<file path="src/hdl/assert_macros.svh">
// assertion macros used by the top-level rtl file
`ifndef ASSERT_MACROS_SVH
`define ASSERT_MACROS_SVH

// same-cycle implication, checked on the rising edge, off during reset
`define CHK_IMPLY(label, clk, rst_n, ante, cons, msg) \
	label: assert property (@(posedge clk) disable iff (!rst_n) (ante) |-> (cons)) \
		else $error(msg);

// next-cycle implication, checked on the rising edge, off during reset
`define CHK_NEXT(label, clk, rst_n, ante, cons, msg) \
	label: assert property (@(posedge clk) disable iff (!rst_n) (ante) |=> (cons)) \
		else $error(msg);

`endif

</file>
<file path="src/hdl/mmss_pkg.sv">
// shared types and constants of the min/max/sum stack
package mmss_pkg;

	localparam int DEPTH_DEF = 256;
	localparam int VAL_W     = 32;
	localparam int SUM_W     = 40;
	localparam int CNT_OUT_W = 9;
	localparam int TDATA_W   = 216;
	localparam int DIV_CNT_W = $clog2(SUM_W + 1);

	localparam logic OP_PUSH = 1'b0;
	localparam logic OP_POP  = 1'b1;

	typedef enum logic [1:0] {
		STAT_DONE  = 2'd0,
		STAT_FULL  = 2'd1,
		STAT_EMPTY = 2'd2
	} stat_code_t;

	typedef enum logic [2:0] {
		ST_IDLE,
		ST_EXEC,
		ST_START,
		ST_DIV,
		ST_OUT
	} state_t;

	typedef struct packed {
		logic load;
		logic exec;
		logic start_div;
		logic capture;
	} cmd_t;

	typedef struct packed {
		logic div_done;
		logic out_free;
	} status_t;

endpackage

</file>
<file path="src/hdl/mmss_ctrl.sv">
// controller state machine of the min/max/sum stack
module mmss_ctrl (
	input  logic              clk,
	input  logic              arst_n,
	input  logic              s_axis_tvalid,
	output logic              s_axis_tready,
	output mmss_pkg::cmd_t    cmd,
	input  mmss_pkg::status_t stat
);
	import mmss_pkg::*;

	state_t state_q;
	state_t state_d;

	always_ff @(posedge clk or negedge arst_n) begin
		if (!arst_n) begin
			state_q <= ST_IDLE;
		end else begin
			state_q <= state_d;
		end
	end

	always_comb begin
		state_d       = state_q;
		cmd           = '0;
		s_axis_tready = 1'b0;
		unique case (state_q)
			ST_IDLE: begin
				s_axis_tready = 1'b1;
				if (s_axis_tvalid) begin
					cmd.load = 1'b1;
					state_d  = ST_EXEC;
				end
			end
			ST_EXEC: begin
				cmd.exec = 1'b1;
				state_d  = ST_START;
			end
			ST_START: begin
				cmd.start_div = 1'b1;
				state_d       = ST_DIV;
			end
			ST_DIV: begin
				if (stat.div_done) begin
					state_d = ST_OUT;
				end
			end
			ST_OUT: begin
				// wait until the output register can take the beat
				if (stat.out_free) begin
					cmd.capture = 1'b1;
					state_d     = ST_IDLE;
				end
			end
			default: state_d = ST_IDLE;
		endcase
	end

endmodule

</file>
<file path="config.mk">
export PLATFORM = sky130hd
export DESIGN_NAME = mmss_ctrl
export DESIGN_NICKNAME = d
export VERILOG_FILES = /design/src/hdl/assert_macros.svh /design/src/hdl/mmss_pkg.sv /design/src/hdl/mmss_ctrl.sv
export SDC_FILE = /design/constraint.sdc
export NUM_CORES = 1
export LEC_CHECK = 0
export ABC_AREA = 1
export BUFFER_PORTS_ARGS = -buffer_cell sky130_fd_sc_hd__buf_2
export CORE_AREA = 5 5 42 44
export CTS_CLUSTER_SIZE = 25
export DETAILED_ROUTE_END_ITERATION = 16
export DIE_AREA = 0 0 47 49
export SYNTH_ARGS = -nofsm -noshare
export SYNTH_HDL_FRONTEND = slang
export SYNTH_SLANG_ARGS = --single-unit
</file>
<file path="constraint.sdc">
create_clock -name clk -period 1.1 [get_ports clk]
set_input_delay 0.165 -clock clk [delete_from_list [all_inputs] [get_ports clk]]
set_output_delay 0.165 -clock clk [all_outputs]
set_load 0.005 [all_outputs]
</file>
==> flow_summary.json, run 1 <==
{
  "place_hpwl_um": 416,
  "slew_violations": 0,
  "synthXorXnorAreaFrac_pct": 0,
  "reg2reg_depth": 5,
  "diodes": 0,
  "crit_arrival_ps": 1100,
  "coreArea_um2": 1400,
  "final_area_um2": 427,
  "fill_cells": 163,
  "dieWidth_um": 47,
  "cp-end-kind": "output pin",
  "internal_power_mw": 0.727,
  "leakagePower_nw": 0.228,
  "violations": "negative setup slack",
  "fin_nets": 56,
  "fin_crit_ps": 1260,
  "fp.dieH_um": 49,
  "max-vdd-ir-drop_uv": 770,
  "tightestPinTransition_ps": 208,
  "synthMuxAreaShare_pct": 0,
  "wl_per_cell_um": 11.4,
  "synthSimpleGateAreaFrac_pct": 45.5,
  "clock_latency_ps": 230,
  "first_global_vias": 321,
  "cts_tree": "done",
  "hold_viol": 0,
  "ios": 10,
  "rows": 14,
  "numCtsBuffers": 3,
  "power_switching_mw": 0.496,
  "synth_compound_area_share_pct": 2.56,
  "drive_gt1_share_pct": 70.0,
  "maxCapViolCount": 0,
  "gp_congestion": 0.681,
  "seq_area_frac_synth_pct": 38.5,
  "p_sw_share_pct": 40.6,
  "cp.required_ps": 940,
  "grt_max_degree": 6,
  "power_frac_comb_pct": 63.1,
  "rsz0062_at_grt": "yes",
  "gr-total-overflow": 0,
  "worst_setup_path_start_kind": "register",
  "yosys_warnings": 0,
  "area_growth_pct": 119,
  "clock-sinks": 3,
  "ant_nets": 0,
  "die-area_um2": 2300,
  "antenna_found_initial": 0,
  "regMostFlops": "state_q",
  "start_util_pct": 13.9,
  "clockBufferDepth": 2,
  "dpl_cell_area_um2": 268,
  "pwr-share-clk_pct": 15.4,
  "synth_area_um2": 195,
  "cts_root_buffer": "clkbuf_4",
  "grt_pass1_wl_um": 1200,
  "finalCritPeriodShare_pct": 115,
  "largest_register_ff_count": 3,
  "finalSetupViolCount": 6,
  "clock_skew_ps": 0.477,
  "syn_inst": 27,
  "fmax_mhz": 793,
  "path_class": "reg -> out",
  "largest_registers": "state_q (3)",
  "whs_ps": 258,
  "seq_power_share_pct": 21.5,
  "synth_fp_nets": 32,
  "synth_adder_area_share_pct": 0,
  "ys_ff_latch": 3,
  "fin_ws_ps": -162,
  "drc": 0,
  "slew-limit-headroom_pct": 86.1,
  "cts_max_level": 1,
  "grt_usage_pct": 7.82,
  "synth_top_family_by_area": "simple AND/OR/NAND/NOR gates",
  "vias_per_cell": 4.09,
  "postRouteWirelength_um": 750,
  "critical_path.max_fanout": 4,
  "synth_cell_type_count": 13,
  "drtIter0Drc": 1,
  "port_buffers": 9,
  "outcome": "finished with violations",
  "vias": 270,
  "min_path_type": "in -> async",
  "drt_pass1_iterations": 2,
  "path_clk_slew_ps": 40,
  "syn_area_per_cell_um2": 7.23,
  "p_per_area_nw_per_um2": 2870
}
## power by group through the flow
stage | Sequential [mW] | Clock (mW) | Combinational (mW)
2_1_floorplan | 0.228 | 0 | 0.224
3_3_place_gp | 0.230 | 0 | 0.376
3_5_place_dp | 0.232 | 0 | 0.377
4_1_cts | 0.245 | 0.201 | 0.633
5_1_grt | 0.269 | 0.220 | 0.844
6_report | 0.263 | 0.189 | 0.772
## cell usage after synthesis
| cell type | number | area share [%] |
|---|---|---|
| nor2_1 | 3 | 5.8 |
| nand3b_1 | 1 | 3.8 |
| nand3_2 | 1 | 5.1 |
| nor4_1 | 1 | 3.2 |
| nand4_2 | 1 | 6.4 |
| o21ai_1 | 1 | 2.6 |
| dfrtp_1 | 3 | 38 |
| nand2_1 | 5 | 9.6 |
| inv_1 | 6 | 12 |
| nand3_1 | 2 | 5.1 |
| inv_2 | 1 | 1.9 |
| nor2_2 | 1 | 3.2 |
| nand4_1 | 1 | 3.2 |
## layout by cell type, fill, tap and decap left out
cell type      count
dlygate4sd3_1      1
buf_2              9
nand2_1            2
nor2_4             2
nor4_2             1
nand2_2            3
o21ai_2            1
nand4_1            1
inv_2              2
clkbuf_1           1
buf_6              5
dfrtp_2            2
nor2_1             1
clkbuf_4           3
inv_1              5
nand3b_1           1
nand3_2            1
buf_4              4
dfrtp_1            1
nand3_1            2
nor2_2             1
nand4_4            1
## stage by stage
stage	setup WS [ps]	total power, mW	util (%)	TNS (ps)	cells
floorplan	177	0.452	-	0	27
finish	-162	1.22	30.4	-735	66
detailed placement	68.9	0.609	19.1	0	53
global placement	70.2	0.606	19.1	0	53
CTS	-162	1.08	27.4	-597	65
global route	-247	1.33	30.4	-1150	66
## worst paths after layout
check | start | end | slack, ps
min in group clk | stat[1] | state_q[0] | 270
max reg2reg | state_q[0] | state_q[0] | -20
max | state_q[0] | cmd[3] | -160
max in group asynchronous | arst_n | state_q[1] | 730
min | arst_n | state_q[2] | 260
min reg2reg | state_q[1] | state_q[2] | 670
## layer usage
layer	track usage, %	wire length (um)	up-vias
li1	-	-	131
met1	5.05	212	134
met2	14.5	504	5
met3	3.32	33	0
met4	6.91	0	0
met5	0	0	-
## area by class of cell
type / count / area [um^2] / area share (%)
timing repair buffer: 19 / 141 / 33.1
clock buffer: 4 / 26.3 / 6.16
tap: 16 / 20.0 / 4.69
inverter: 7 / 26.3 / 6.16
multi-input combinational: 17 / 135 / 31.7
sequential: 3 / 77.6 / 18.2
## critical path: stages (launching register included)
cell,delay [ps]
dfrtp_2,450
nor2_4,160
nand2_2,70
nor2_2,80
buf_2,110
## repair_timing
action                                  in CTS  in global routing
resized for setup                           10                  8
pin swaps                                    2                  5
endpoints found under the setup margin       5                  7
hold buffers                                 1                  0
hold endpoints to repair                     3                  0
buffers inserted                             7                  2
## kinds of logic after synthesis
| kind of cell | after synthesis |
|---|---|
| AO/OA/AOI/OAI | 1 |
| AND/OR/NAND/NOR | 16 |
| buffers and inverters | 7 |
| flip-flops | 3 |
(Power assumes the default switching activity.)
==> run 2: changes to the inputs <==
Settings changed: RECOVER_POWER set to 100.
==> flow_summary.json, run 2 (synthesized netlist as in run 1, its figures left out) <==
{
  "outcome": "finished with violations",
  "violations": "negative setup slack",
  "ios": 10,
  "busiest_layer": "met2",
  "fmax_mhz": 793,
  "largest_register_ff_count": 3,
  "path_clk_slew_ps": 40,
  "final_area_um2": 425,
  "critical_path.max_fanout": 4,
  "drc": 0,
  "clockBufferDepth": 2,
  "port_buffers": 9,
  "fin_cells": 66,
  "cp.required_ps": 940,
  "met2_usage_pct": 14.5,
  "gp_congestion": 0.681,
  "crit_arrival_ps": 1100,
  "maxCapViolCount": 0,
  "grt_util_met1_pct": 5.05,
  "finalSetupTns_ps": -735,
  "vias_per_cell": 4.09,
  "antenna_found_initial": 0,
  "path_cells": "nor2_4, nand2_2, nor2_2, buf_2",
  "area_growth_pct": 118,
  "final_util_pct": 30.4,
  "slew-limit-headroom_pct": 86.1,
  "power_mw": 1.22,
  "drt_pass1_iterations": 2,
  "cp_slowest_cell": "dfrtp_2",
  "place_hpwl_um": 416,
  "die-area_um2": 2300,
  "grt_max_degree": 6,
  "cpPeakStageDelay_ps": 450,
  "finalSetupViolCount": 6,
  "fin_nets": 56,
  "dp.cells": 53,
  "drive_gt1_share_pct": 68.0,
  "rows": 14,
  "regMostFlops": "state_q",
  "dieWidth_um": 47,
  "diodes": 0,
  "use_met3_pct": 3.32,
  "wl_per_cell_um": 11.3,
  "coreArea_um2": 1400,
  "finalCritPeriodShare_pct": 115,
  "rsz0062_at_grt": "yes",
  "max-vdd-ir-drop_uv": 770,
  "largest_registers": "state_q (3)",
  "postRouteWirelength_um": 748,
  "grt_usage_pct": 7.82,
  "final_common_cell": "buf_2",
  "ant_nets": 0,
  "numCtsBuffers": 3,
  "final_cell_mix": "buf_2, inv_1, buf_6",
  "start_util_pct": 13.9,
  "min_path_type": "in -> async",
  "grt_pass1_wl_um": 1200,
  "gr-total-overflow": 0,
  "hold_viol": 0,
  "path_class": "reg -> out",
  "first_global_vias": 321,
  "dpl_cell_area_um2": 268,
  "cts_max_level": 1,
  "clock_latency_ps": 230,
  "leakagePower_nw": 0.226,
  "slew_violations": 0,
  "clock_skew_ps": 0.477,
  "cts_root_buffer": "clkbuf_4",
  "cts_tree": "done",
  "vias": 270,
  "fp.dieH_um": 49,
  "p_per_area_nw_per_um2": 2880,
  "tightestPinTransition_ps": 208,
  "fin_ws_ps": -162,
  "cp-end-kind": "output pin",
  "clock-sinks": 3,
  "worst_setup_path_start_kind": "register",
  "drtIter0Drc": 1,
  "fin_crit_ps": 1260
}
## run 2: changes by cell type in the layout (fill, tap and decap cells not counted), sizes merged
cell	delta
clkbuf	+1
buf	-1
## run 2: through the flow
stage	hold slack (ps)	setup slack, ps
after CTS	248	-162
after global placement	-38.8	70.2
after detailed placement	-36.3	68.9
final	266	-162
after floorplan	-131	177
after global routing	289	-247
## run 2: layout make-up
| class | instances | area, um^2 |
|---|---|---|
| sequential | 3 | 77.6 |
| fill | 162 | 976 |
| tap | 16 | 20.0 |
| timing repair buffer | 19 | 140 |
| inverter | 7 | 26.3 |
| clock buffer | 4 | 26.3 |
| multi-input combinational | 17 | 135 |
## run 2: report_power, final
group          internal (mW)  switching (mW)  leakage, nW
Combinational          0.423           0.349        0.175
Clock                  0.136          0.0533       0.0150
Sequential             0.168          0.0941       0.0353
Total                  0.727           0.496        0.226
## run 2: final timing paths
path	startpoint	to	slack, ps	cells past startpoint
worst max register to register	state_q[0]	state_q[0]	-20	5
worst min register to register	state_q[1]	state_q[2]	670	2
min in group clk	stat[1]	state_q[0]	270	4
worst max-delay path	state_q[0]	cmd[3]	-160	4
max in group asynchronous	arst_n	state_q[1]	660	2
worst min-delay path	arst_n	state_q[2]	270	2
## run 2: worst max-delay path, delay by kind of cell, from the launching register on
family / cells / cell delay (ps)
buffers and inverters: 1 / 110
flip-flops: 1 / 450
AND/OR/NAND/NOR: 3 / 310
## run 2: repair_timing
| item | CTS | global route |
|---|---|---|
| setup buffers | 7 | 2 |
| hold endpoints to repair | 3 | 0 |
| endpoints found under the setup margin | 5 | 7 |
| gates resized for setup | 10 | 8 |
| hold buffers | 1 | 0 |
| pin swaps | 2 | 5 |
## run 2: layer usage
metal / part of all wire, % / up-vias
li1: - / 131
met1: 28 / 134
met2: 67 / 5
met3: 4.4 / 0
met4: 0 / 0
met5: 0 / -
